$ cat config.mk
export PLATFORM = sky130hd
export DESIGN_NAME = char_lcd_write_sequencer
export DESIGN_NICKNAME = d
export VERILOG_FILES = /design/src/hdl/lcdws_pkg.sv /design/src/hdl/lcdws_fifo.sv /design/src/hdl/lcdws_front.sv /design/src/hdl/lcdws_back.sv /design/src/hdl/char_lcd_write_sequencer.sv
export VERILOG_INCLUDE_DIRS = /design/src /design/src/hdl
export SDC_FILE = /design/constraint.sdc
export NUM_CORES = 1
export LEC_CHECK = 0
export ABC_CLOCK_PERIOD_IN_PS = 7350
export BUFFER_PORTS_ARGS = -buffer_cell sky130_fd_sc_hd__buf_4
export CORE_ASPECT_RATIO = 0.9
export CORE_MARGIN = 10
export CORE_UTILIZATION = 50
export DETAILED_ROUTE_END_ITERATION = 16
export GPL_TIMING_DRIVEN = 0
export PLACE_DENSITY = 0.79
export REMOVE_ABC_BUFFERS = 1
export SLEW_MARGIN = 0
export SYNTH_ARGS = -nofsm -noshare
export SYNTH_HDL_FRONTEND = slang
export SYNTH_SLANG_ARGS = --single-unit
$ cat constraint.sdc
create_clock -name clk -period 7.35 [get_ports clk]
set_clock_uncertainty 0.2 [all_clocks]
set_input_delay 1.1025 -clock clk [delete_from_list [all_inputs] [get_ports clk]]
set_output_delay 1.1025 -clock clk [all_outputs]
set_load 0.05 [all_outputs]
$ cat src/hdl/char_lcd_write_sequencer_macros.svh
// ----------------------------------------------------------------------------
// Assertion macros for the character LCD write sequencer
// Shared property forms, clocked on clk and disabled during rst.
// ----------------------------------------------------------------------------
`ifndef CHAR_LCD_WRITE_SEQUENCER_MACROS_SVH
`define CHAR_LCD_WRITE_SEQUENCER_MACROS_SVH

// Same-cycle implication.
`define LCDWS_ASSERT_IMP(lbl, ante, cons, msg) \
  lbl: assert property (@(posedge clk) disable iff (rst) (ante) |-> (cons)) \
    else $error(msg);

// Next-cycle implication.
`define LCDWS_ASSERT_NEXT(lbl, ante, cons, msg) \
  lbl: assert property (@(posedge clk) disable iff (rst) (ante) |=> (cons)) \
    else $error(msg);

`endif

$ cat src/hdl/lcdws_pkg.sv
// ----------------------------------------------------------------------------
// lcdws_pkg
// Types and constants shared by the character LCD write sequencer.
// ----------------------------------------------------------------------------
`default_nettype none

package lcdws_pkg;

  localparam int COLUMNS = 16;

  localparam logic [1:0] KIND_COMMAND = 2'd0;
  localparam logic [1:0] KIND_CHAR    = 2'd1;
  localparam logic [1:0] KIND_CURSOR  = 2'd2;
  localparam logic [1:0] KIND_NUMBER  = 2'd3;

  localparam logic [1:0] REG_FOUR_BIT_MODE = 2'd0;
  localparam logic [1:0] REG_LINE_ONE_BASE = 2'd1;
  localparam logic [1:0] REG_LINE_TWO_BASE = 2'd2;

  localparam logic [7:0] LINE_ONE_BASE_RESET = 8'd128;
  localparam logic [7:0] LINE_TWO_BASE_RESET = 8'd192;

  localparam logic [7:0] ASCII_ZERO  = 8'h30;
  localparam logic [7:0] ASCII_MINUS = 8'h2D;

  // x / 10 == (x * 0xCCCD) >> 19 for every 16-bit x.
  localparam logic [15:0] DIV10_RECIP = 16'hCCCD;
  localparam int          DIV10_SHIFT = 19;

  localparam int MAX_DIGITS = 5;
  localparam int DIGIT_IW   = $clog2(MAX_DIGITS);

  localparam int FIFO_DEPTH = 4;
  localparam int FIFO_AW    = $clog2(FIFO_DEPTH);

  typedef struct packed {
    logic [1:0]         kind;
    logic [7:0]         byte_value;
    logic [7:0]         line_index;
    logic [7:0]         column_index;
    logic signed [15:0] number_value;
  } item_t;

  typedef struct packed {
    logic       strobe_res;
    logic       register_select;
    logic [7:0] bus_data;
    logic       range_error;
    logic       last;
  } result_t;

  // One byte for the bus, or a status-only error entry when strobe is low.
  typedef struct packed {
    logic       strobe;
    logic       rs;
    logic [7:0] data;
    logic       err;
    logic       last;
  } byte_entry_t;

  typedef struct packed {
    logic full;
    logic empty;
  } fifo_status_t;

endpackage

`default_nettype wire

$ cat src/hdl/lcdws_fifo.sv
// ----------------------------------------------------------------------------
// lcdws_fifo
// Short byte queue between the request front end and the strobe back end.
// ----------------------------------------------------------------------------
`default_nettype none

module lcdws_fifo (
  input  wire logic                  clk,
  input  wire logic                  rst,
  input  wire logic                  push,
  input  wire lcdws_pkg::byte_entry_t push_data,
  input  wire logic                  pop,
  output lcdws_pkg::byte_entry_t     head,
  output lcdws_pkg::fifo_status_t    status
);

  lcdws_pkg::byte_entry_t entries [lcdws_pkg::FIFO_DEPTH];
  logic [lcdws_pkg::FIFO_AW-1:0] wr_ptr;
  logic [lcdws_pkg::FIFO_AW-1:0] rd_ptr;
  logic [lcdws_pkg::FIFO_AW:0]   count;

  assign status.full  = (count == (lcdws_pkg::FIFO_AW+1)'(lcdws_pkg::FIFO_DEPTH));
  assign status.empty = (count == '0);
  assign head         = entries[rd_ptr];

  always_ff @(posedge clk) begin
    if (push) begin
      entries[wr_ptr] <= push_data;
    end
  end

  always_ff @(posedge clk) begin
    if (rst) begin
      wr_ptr <= '0;
      rd_ptr <= '0;
      count  <= '0;
    end else begin
      if (push) begin
        wr_ptr <= wr_ptr + 1'b1;
      end
      if (pop) begin
        rd_ptr <= rd_ptr + 1'b1;
      end
      case ({push, pop})
        2'b10:   count <= count + 1'b1;
        2'b01:   count <= count - 1'b1;
        default: count <= count;
      endcase
    end
  end

endmodule

`default_nettype wire

$ cat src/hdl/lcdws_front.sv
// ----------------------------------------------------------------------------
// lcdws_front
// Accepts requests, classifies them and queues the bytes they produce.
// ----------------------------------------------------------------------------
`default_nettype none

module lcdws_front (
  input  wire logic                  clk,
  input  wire logic                  rst,
  input  wire logic                  start,
  input  wire lcdws_pkg::item_t      item,
  input  wire logic [7:0]            line_one_base,
  input  wire logic [7:0]            line_two_base,
  input  wire lcdws_pkg::fifo_status_t fifo_status,
  output logic                       busy,
  output logic                       push,
  output lcdws_pkg::byte_entry_t     push_data
);

  typedef enum logic [1:0] {
    S_IDLE,
    S_DIV,
    S_SIGN,
    S_DIG
  } state_t;

  state_t state;

  logic [15:0] mag;
  logic        neg;
  logic [3:0]  digits [lcdws_pkg::MAX_DIGITS];
  logic [lcdws_pkg::DIGIT_IW-1:0] ndig;
  logic [lcdws_pkg::DIGIT_IW-1:0] idx;

  logic        accept;
  logic [31:0] prod;
  logic [15:0] quot;
  logic [15:0] rem;
  logic        cursor_bad;
  logic [7:0]  cursor_addr;
  logic [15:0] raw;

  assign busy   = (state != S_IDLE) || fifo_status.full;
  assign accept = start && !busy;
  assign raw    = 16'(item.number_value);

  // One decimal digit per cycle through a reciprocal multiply.
  assign prod = {16'b0, mag} * {16'b0, lcdws_pkg::DIV10_RECIP};
  assign quot = 16'(prod >> lcdws_pkg::DIV10_SHIFT);
  assign rem  = mag - {quot[12:0], 3'b000} - {quot[14:0], 1'b0};

  assign cursor_bad  = (item.line_index > 8'd1) ||
                       (item.column_index >= 8'(lcdws_pkg::COLUMNS));
  assign cursor_addr = ((item.line_index == 8'd0) ? line_one_base : line_two_base) +
                       item.column_index;

  always_comb begin
    push      = 1'b0;
    push_data = '0;
    unique case (state)
      S_IDLE: begin
        if (accept) begin
          unique case (item.kind)
            lcdws_pkg::KIND_COMMAND: begin
              push      = 1'b1;
              push_data = '{strobe: 1'b1, rs: 1'b0, data: item.byte_value,
                            err: 1'b0, last: 1'b1};
            end
            lcdws_pkg::KIND_CHAR: begin
              push      = 1'b1;
              push_data = '{strobe: 1'b1, rs: 1'b1, data: item.byte_value,
                            err: 1'b0, last: 1'b1};
            end
            lcdws_pkg::KIND_CURSOR: begin
              push = 1'b1;
              if (cursor_bad) begin
                push_data = '{strobe: 1'b0, rs: 1'b0, data: 8'd0, err: 1'b1, last: 1'b1};
              end else begin
                push_data = '{strobe: 1'b1, rs: 1'b0, data: cursor_addr,
                              err: 1'b0, last: 1'b1};
              end
            end
            default: begin
              push = 1'b0;
            end
          endcase
        end
      end
      S_SIGN: begin
        push      = neg && !fifo_status.full;
        push_data = '{strobe: 1'b1, rs: 1'b1, data: lcdws_pkg::ASCII_MINUS,
                      err: 1'b0, last: 1'b0};
      end
      S_DIG: begin
        push      = !fifo_status.full;
        push_data = '{strobe: 1'b1, rs: 1'b1,
                      data: lcdws_pkg::ASCII_ZERO + {4'b0, digits[idx]},
                      err: 1'b0, last: (idx == '0)};
      end
      default: begin
        push = 1'b0;
      end
    endcase
  end

  always_ff @(posedge clk) begin
    if (rst) begin
      state <= S_IDLE;
      ndig  <= '0;
      idx   <= '0;
      neg   <= 1'b0;
      mag   <= '0;
    end else begin
      unique case (state)
        S_IDLE: begin
          if (accept && (item.kind == lcdws_pkg::KIND_NUMBER)) begin
            neg   <= raw[15];
            mag   <= raw[15] ? (16'd0 - raw) : raw;
            ndig  <= '0;
            state <= S_DIV;
          end
        end
        S_DIV: begin
          digits[ndig] <= rem[3:0];
          ndig         <= ndig + 1'b1;
          mag          <= quot;
          if ((quot == 16'd0) || (ndig == lcdws_pkg::DIGIT_IW'(lcdws_pkg::MAX_DIGITS - 1))) begin
            state <= S_SIGN;
          end
        end
        S_SIGN: begin
          if (!neg || !fifo_status.full) begin
            idx   <= ndig - 1'b1;
            state <= S_DIG;
          end
        end
        S_DIG: begin
          if (!fifo_status.full) begin
            if (idx == '0) begin
              state <= S_IDLE;
            end else begin
              idx <= idx - 1'b1;
            end
          end
        end
        default: begin
          state <= S_IDLE;
        end
      endcase
    end
  end

endmodule

`default_nettype wire

$ cat src/hdl/lcdws_back.sv
// ----------------------------------------------------------------------------
// lcdws_back
// Drains queued bytes, one bus or nibble strobe per cycle when any are queued.
// ----------------------------------------------------------------------------
`default_nettype none

module lcdws_back (
  input  wire logic                    clk,
  input  wire logic                    rst,
  input  wire logic                    four_bit_mode,
  input  wire lcdws_pkg::fifo_status_t fifo_status,
  input  wire lcdws_pkg::byte_entry_t  head,
  output logic                         pop,
  output logic                         result_strobe,
  output lcdws_pkg::result_t           result
);

  logic              phase;
  logic              split_high;
  lcdws_pkg::result_t result_next;

  // In 4-bit mode a byte stays at the head while its high nibble goes out.
  assign split_high = four_bit_mode && head.strobe && !phase;
  assign pop        = !fifo_status.empty && !split_high;

  always_comb begin
    result_next.strobe_res      = head.strobe;
    result_next.register_select = head.rs;
    result_next.range_error     = head.err;
    if (!head.strobe) begin
      result_next.bus_data = 8'd0;
      result_next.last     = head.last;
    end else if (split_high) begin
      result_next.bus_data = {4'b0, head.data[7:4]};
      result_next.last     = 1'b0;
    end else if (four_bit_mode) begin
      result_next.bus_data = {4'b0, head.data[3:0]};
      result_next.last     = head.last;
    end else begin
      result_next.bus_data = head.data;
      result_next.last     = head.last;
    end
  end

  always_ff @(posedge clk) begin
    if (rst) begin
      result_strobe <= 1'b0;
      phase         <= 1'b0;
    end else begin
      result_strobe <= !fifo_status.empty;
      if (!fifo_status.empty) begin
        phase <= split_high;
      end
    end
  end

  always_ff @(posedge clk) begin
    if (!fifo_status.empty) begin
      result <= result_next;
    end
  end

endmodule

`default_nettype wire

$ cat src/hdl/char_lcd_write_sequencer.sv
// ----------------------------------------------------------------------------
// char_lcd_write_sequencer
// Turns character LCD requests into register select and data bus strobes.
// ----------------------------------------------------------------------------
// A byte request is written into the queue and then into the registered
// result of the back end; a number first passes the divide state, once per
// decimal digit (up to five), and then the sign state. The back end gives
// one result per cycle while the queue holds an entry, a high and a low
// nibble per byte in 4-bit mode (12 results at most for "-32768"); busy
// stays high while a number is converted or sent and while the queue is full.
// Synchronous reset clears the queue, control state and config registers.
`default_nettype none

module char_lcd_write_sequencer (
  input  wire logic              clk,
  input  wire logic              rst,
  input  wire logic              start,
  input  wire lcdws_pkg::item_t  item,
  output logic                   busy,
  output logic                   result_strobe,
  output lcdws_pkg::result_t     result,
  input  wire logic              psel,
  input  wire logic              penable,
  input  wire logic              pwrite,
  input  wire logic [3:0]        paddr,
  input  wire logic [31:0]       pwdata,
  output logic [31:0]            prdata,
  output logic                   pready
);

  logic       four_bit_mode;
  logic [7:0] line_one_base;
  logic [7:0] line_two_base;
  logic       cfg_write;

  logic                    push;
  logic                    pop;
  lcdws_pkg::byte_entry_t  push_data;
  lcdws_pkg::byte_entry_t  head;
  lcdws_pkg::fifo_status_t fifo_status;

  assign pready    = 1'b1;
  assign cfg_write = psel && penable && pwrite;

  always_ff @(posedge clk) begin
    if (rst) begin
      four_bit_mode <= 1'b0;
      line_one_base <= lcdws_pkg::LINE_ONE_BASE_RESET;
      line_two_base <= lcdws_pkg::LINE_TWO_BASE_RESET;
    end else if (cfg_write) begin
      unique case (paddr[3:2])
        lcdws_pkg::REG_FOUR_BIT_MODE: four_bit_mode <= pwdata[0];
        lcdws_pkg::REG_LINE_ONE_BASE: line_one_base <= pwdata[7:0];
        lcdws_pkg::REG_LINE_TWO_BASE: line_two_base <= pwdata[7:0];
        default: begin
        end
      endcase
    end
  end

  always_comb begin
    unique case (paddr[3:2])
      lcdws_pkg::REG_FOUR_BIT_MODE: prdata = {31'b0, four_bit_mode};
      lcdws_pkg::REG_LINE_ONE_BASE: prdata = {24'b0, line_one_base};
      lcdws_pkg::REG_LINE_TWO_BASE: prdata = {24'b0, line_two_base};
      default:                      prdata = 32'b0;
    endcase
  end

  lcdws_front u_front (
    .clk           (clk),
    .rst           (rst),
    .start         (start),
    .item          (item),
    .line_one_base (line_one_base),
    .line_two_base (line_two_base),
    .fifo_status   (fifo_status),
    .busy          (busy),
    .push          (push),
    .push_data     (push_data)
  );

  lcdws_fifo u_fifo (
    .clk       (clk),
    .rst       (rst),
    .push      (push),
    .push_data (push_data),
    .pop       (pop),
    .head      (head),
    .status    (fifo_status)
  );

  lcdws_back u_back (
    .clk           (clk),
    .rst           (rst),
    .four_bit_mode (four_bit_mode),
    .fifo_status   (fifo_status),
    .head          (head),
    .pop           (pop),
    .result_strobe (result_strobe),
    .result        (result)
  );

`include "char_lcd_write_sequencer_macros.svh"

  `LCDWS_ASSERT_IMP(a_error_is_status_only, result_strobe && result.range_error, !result.strobe_res && result.last && (result.bus_data == 8'd0), "range error result drove a strobe")
  `LCDWS_ASSERT_IMP(a_nibble_upper_zero, result_strobe && four_bit_mode, result.bus_data[7:4] == 4'd0, "nibble transfer has upper bits set")
  `LCDWS_ASSERT_NEXT(a_number_holds_busy, start && !busy && (item.kind == lcdws_pkg::KIND_NUMBER), busy, "number request did not hold off the next transfer")
  `LCDWS_ASSERT_IMP(a_no_push_when_full, fifo_status.full, !push || pop, "queue overflow")

endmodule

`default_nettype wire
== Word level (Yosys, flattened, before mapping) ==
Memories as Yosys holds them, arrays and structs flattened. A register that Yosys moved wholly into a read port is not among the register bits.
Index checks and enable logic that the tools add are counted.
Cells by class
  multiplexer cells: 37
  reduce and logical (&&, ||, !) cells: 38
  eq/ne operators: 18
  div/mod/pow operators: 0
  multipliers: 1
  shift-type cells: 0
  bitwise logic cells: 1
  $lt $le $gt $ge: 2
  add/sub/neg operators: 12
Operators by type and width (number)
  case mux 12 bit (3 select lines): 2
  multiplier 16 x 16 -> 32 bit, second input constant: 1
  two-way mux 16 bit: 2
  case mux 16 bit (2 select lines): 1
  two-way mux 12 bit: 2
  case mux 8 bit (3 select lines): 1
  two-way mux 3 bit: 6
  case mux 3 bit (2 select lines): 3
  logical NOT 16 bit: 1
  subtractor 1 x 16 -> 16 bit, first input constant: 1
  two-way mux 2 bit: 7
  == test 2 bit, second input constant: 6
  AND reduction 2 bit: 5
  two-way mux 1 bit: 9
  subtractor 3 x 1 -> 3 bit, second input constant: 3
  adder 8 bit: 1
  == test 2 x 1 -> 1 bit, second input constant: 4
  greater-or-equal comparator 8 x 5 -> 1 bit, second input constant: 1
  greater-than comparator 8 x 1 -> 1 bit, second input constant: 1
  logical AND 1 bit: 8
  logical NOT 8 bit: 1
  two-way mux 8 bit: 1
  inequality test 2 x 1 -> 1 bit, second input constant: 4
  case mux 2 bit (4 select lines): 1
  17 further kinds: 37
Storage, ports and cells
  bits in read-only memories: 0
  memories: 2
  output and inout port bits: 47
  RAM bits: 68
  logic and storage cells: 130
  latch bits: 0
  register bits: 63
Memory list
  u_fifo.entries: words 4, width 12, rd ports 1, clocked after memory_dff 1, write ports 1, line lcdws_fifo.sv:17  | lcdws_pkg::byte_entry_t entries [lcdws_pkg::FIFO_DEPTH];
  u_front.digits: words 5, width 4, rd ports 1, clocked after memory_dff 1, write ports 1, line lcdws_front.sv:31  | logic [3:0] digits [lcdws_pkg::MAX_DIGITS];

== Depth between registers and ports, before layout ==
  word-level depth: 8
  mapped depth: 22

== Cells and area by module ==
Synthesis repeated with hierarchy kept, for this count alone.
Second synthesis, totals
  cells, all modules: 1141
  area total of the unflattened synthesis: 11753.8 µm²
By module, submodules not included
  lcdws_front: area each 8007.7 µm², instances 1, seq. area each 1161.1 µm², cells each 883
  lcdws_fifo: area each 2169.6 µm², instances 1, seq. area each 1621.6 µm², cells each 109
  char_lcd_write_sequencer: area each 1027.2 µm², instances 1, seq. area each 340.3 µm², cells each 109
  lcdws_back: area each 549.3 µm², instances 1, seq. area each 400.4 µm², cells each 40

== Worst setup path before layout ==
No wires, ideal clock.
  kind: register to register
  from: register u_front.mag[2]
  to: register u_front.state[1]
  library setup time: 0.095 ns
  arrival time: 5.867 ns
  slack: 1.187 ns
  period minus slack after synthesis: 6.163 ns
  stages on the path, launching flop included: 21
  buffers on the path: 0
  cell sequence: dfxtp_1 -> ha_1 -> inv_1 -> fa_1 -> inv_1 -> fa_1 -> fa_1 -> fa_1 -> inv_1 -> fa_1 -> inv_1 -> ha_1 -> nand4_1 -> nor3_2 -> a32o_2 -> or3b_4 -> and4b_4 -> nor4_4 -> nand4_1 -> or3_1 -> o311ai_1
Between the ends
  longest elaborated chain between the ends: 5
RTL lines
  start: declaration: line lcdws_front.sv:29  | logic [15:0] mag;
  start signal: assignment: line lcdws_front.sv:118  | mag <= raw[15] ? (16'd0 - raw) : raw;
  start signal: assignment: line lcdws_front.sv:126  | mag <= quot;
  multiplier 16 x 16 -> 32 bit: line lcdws_front.sv:48  | assign prod = {16'b0, mag} * {16'b0, lcdws_pkg::DIV10_RECIP};
  logical NOT 16 bit: line lcdws_front.sv:127  | if ((quot == 16'd0) || (ndig == lcdws_pkg::DIGIT_IW'(lcdws_pkg::MAX_DIGITS - 1))) begin
  logical OR 1 bit: line lcdws_front.sv:127
  inequality test 2 x 1 -> 1 bit (no source line)
  AND reduction 5 bit (no source line)
  end signal: assignment: line lcdws_front.sv:128  | state <= S_SIGN;
  end signal: assignment: line lcdws_front.sv:134  | state <= S_DIG;
  end signal: assignment: line lcdws_front.sv:140  | state <= S_IDLE;
  end: declaration: line lcdws_front.sv:27  | state_t state;
No other way between the ends.
A chain may end at the register's enable or synchronous reset.

== Final worst setup path ==
  from: register u_front.mag[7]
  to: register u_front.state[1]
The elaborated chain is that of the path after synthesis.

==> run_results.csv <==
group,metric,value,unit
sta,max-slew-margin-rel,42.3,%
global_route,first_global_vias,8633,
cells_and_area,drive_gt1_share,13.3,%
drt,total_wire_length_after_detailed_routing,27.0,mm
sta,hold_slack,0.284,ns
logic_synthesis,edff_count_synth,80,
logic_synthesis,syn_area,11700,sq um
hold_path,timing.hold.worst_path_depth,2,
cells_and_area,antenna_cells_inserted,0,
flow_run,max_cap_violations,0,
clock_network,cts_max_level,4,
power,p_per_area,377,nW/um^2
sta,slew_viol_final,0,
logic_synthesis,async_flop_share,0,%
floorplanning,dieHeight,165,microns
clock_network,cts-buffers-inserted,17,
drt,drt_iter0_markers,535,
power,ir_worst_vdd,0.268,mV
setup_path,path_buf_inv,4,
logic_synthesis,synth.most_common_cell,"inv_1",
global_route,track_usage,18.2,%
logic_synthesis,synth_top_area_cell,"edfxtp_1",
floorplanning,fp.coreArea,23200,sq um
status,outcome,"finished clean",
cells_and_area,num-nets-final,1534,
clock_network,worst_skew_pair.late_latency,0.42,ns
setup_path,worst_r2r_path_depth,20,
setup_path,critPathTopFamily,"adder cells",
setup_path,path_class,"register to register",
drt,wire_per_inst,17.7,microns
sta,hold_viol,0,
setup_path,critical_path_cell_count,20,
floorplanning,fp-row-count,53,
logic_synthesis,synth.top_cells.by_area,"edfxtp_1 21%, ha_1 16%, fa_1 14%, dfxtp_1 9.6%, inv_1 6.2%",
clock_network,post_cts.repair.setup_buffers,0,
setup_path,cp_cell_sequence,"ha_1 -> inv_1 -> fa_1 -> inv_1 -> fa_1 -> fa_1 -> fa_1 -> inv_1 -> fa_1 -> inv_1 -> ha_1 -> nand4_1 -> nor3_2 -> a32o_2 -> or3b_4 -> and4b_4 -> nor4_4 -> nand4_1 -> or3_1 -> o311ai_1",
global_route,grt_max_degree,49,
drt,dr_total_vias,8407,
setup_path,endpoint_kind,"register",
global_route,antenna_found_initial,0,
drt,count_of_tritonroute_iterations_in_the_first_routing_pass,5,
cells_and_area,layout-area-overhead-vs-synth,11.7,%
setup_path,slowest_stage,"dfxtp_1",
floorplanning,start_util,50.4,%
clock_network,post_cts_hold_buffer_count,0,
cells_and_area,post_route_insts_no_fill,1530,
drt,detail-route-antenna-nets,0,
sta,min_period,6.67,ns
sta,setup_viol,0,
setup_path,timing.critical_path.slowest_cell_delay,0.57,ns
place,buffer_ports.inserted,79,
setup_path,cp_data_required_time,7.48,ns
sta,final_min_period_over_clock_period,90.7,%
sta,worst-slew-pin-transition,0.859,ns
clock_network,clock_path_buffers,2,
place,routabilityCongestion,0.930,
clock_network,tritoncts,"yes",
setup_path,cp-start-kind,"register",
clock_network,clk_transition_reported_paths,0.07,ns
setup_path,cp_max_fo,6,
sta,setup_repair_after_global_routing_missed_its_margin,"false",
clock_network,cts_resized,0,
hold_path,hold_path_class,"register to register",
floorplanning,fp.dieW,181,microns
logic_synthesis,ys_warn_count,0,
logic_synthesis,synthDominantCellAreaShare,20.5,%
drt,avgViaCountPerCell,5.49,
logic_synthesis,synth.top_cells.by_count,"193 x inv_1, 153 x ha_1, 83 x nor2_1",
clock_network,cts.sinks,136,
global_route,grt_first_pass_wirelength,44.2,mm
logic_synthesis,ys.flop_type,"edfxtp_1",
drt,route.detailed.drc,0,
global_route,globalRoute.totalOverflow,0,
place,dp_hpwl,22.1,mm
logic_synthesis,synth_sequential_area_ratio,30.1,%
power,power.static_leakage,6.06,nW
logic_synthesis,synth.lib_cells_used.distinct,73,
setup_path,critPathMostFrequentCell,"fa_1",
clock_network,clk_root_buffer_cell,"clkbuf_16",
sta,maximum_clock_frequency,150,MHz
floorplanning,die-area,29900,sq um
logic_synthesis,netlist_instances,1146,
floorplanning,boundary_pin_count,131,
place,placed_cells_incl_taps,1498,
setup_path,arrival,6.80,ns
logic_synthesis,yosys_register_bits,136,
logic_synthesis,syn-mean-instance-area,10.2,sq um
sta,setup_total_negative_slack,0,ns
-- power breakdown --
| group | leakage, nW | switching (mW) | internal, mW | total (mW) |
|---|---|---|---|---|
| logic | 4.58 | 1.78 | 1.08 | 2.85 |
| registers | 1.20 | 0.149 | 1.11 | 1.26 |
| clock network | 0.282 | 0.368 | 0.452 | 0.820 |
-- layout make-up --
type	count	area, sq um
Clock buffer	17	425
Inverter	194	728
Multi-Input combinational cell	786	7260
Sequential cell	136	3520
Timing Repair Buffer	80	608
Clock inverter	15	153
Fill cell	1994	10100
Tap cell	302	378
-- state kept, by name, summed over array words and instances (netlist names), named ones only --
name / cells
u_fifo.rd_ptr: 2
u_front.state: 2
u_fifo.wr_ptr: 2
u_fifo.entries: 48
u_front.idx: 3
u_back.phase: 1
u_back.result_strobe: 1
u_front.neg: 1
u_front.mag: 16
four_bit_mode: 1
u_fifo.count: 3
line_one_base: 8
line_two_base: 8
u_front.digits: 20
u_front.ndig: 3
u_back.result: 12
-- cell families (layout without fill, tap and decap cells) --
family                   Yosys count  count (layout)  synth area share, %
buffers and inverters            247             306                 8.74
AND/OR/NAND/NOR                  250             250                 10.8
multiplexers                      59              59                 6.78
flip-flops                       136             136                 30.1
adder cells (fa/ha/maj)          235             235                 30.4
AO/OA/AOI/OAI                    176             176                 10.0
XOR/XNOR                          41              41                 3.07
other                              2              25               0.0642
-- metal layers --
metal	track usage, %	vias to the layer above	part of all wire (%)
met2	29.4	255	45
li1	-	4042	-
met1	24.6	4078	47
met5	0	-	0
met3	3.96	32	6.0
met4	4.10	0	1.5
-- path summary, 6_finish.rpt --
check / startpoint / to / slack [ns]
worst max register to register: u_front.mag[7] / u_front.state[1] / 0.68
worst min-delay path: u_back.phase / u_back.phase / 0.28
worst min register to register: u_back.phase / u_back.phase / 0.28
worst max-delay path: u_front.mag[7] / u_front.state[1] / 0.68
-- placed cells by master, fill, tap and decap left out, types with 20 or more instances in the layout --
master    count
a21oi_1      53
buf_4        79
conb_1       25
dfxtp_1      56
edfxtp_1     80
fa_1         82
ha_1        152
inv_1       193
mux2i_1      32
nand2_1      52
nor2_1       83
o21ai_0      20
xnor2_1      26
-- worst min-delay path, cell delays in order, from the launching register on --
cell,delay (ns)
dfxtp_1,0.32
nand2_1,0.06
a21oi_1,0.06
-- per-stage QoR --
step / power (mW) / utilization, % / cell area (sq um) / setup WS [ns]
floorplan: 3.34 / - / 11500 / 1.19
global placement: 4.00 / 53.7 / 12500 / 0.741
detailed placement: 4.12 / 53.8 / 12500 / 0.700
CTS: 4.95 / 56.3 / 13100 / 0.682
global route: 5.37 / 56.3 / 13100 / 0.331
finish: 4.93 / 56.3 / 13100 / 0.680
Power figures use the tool's default switching activity.
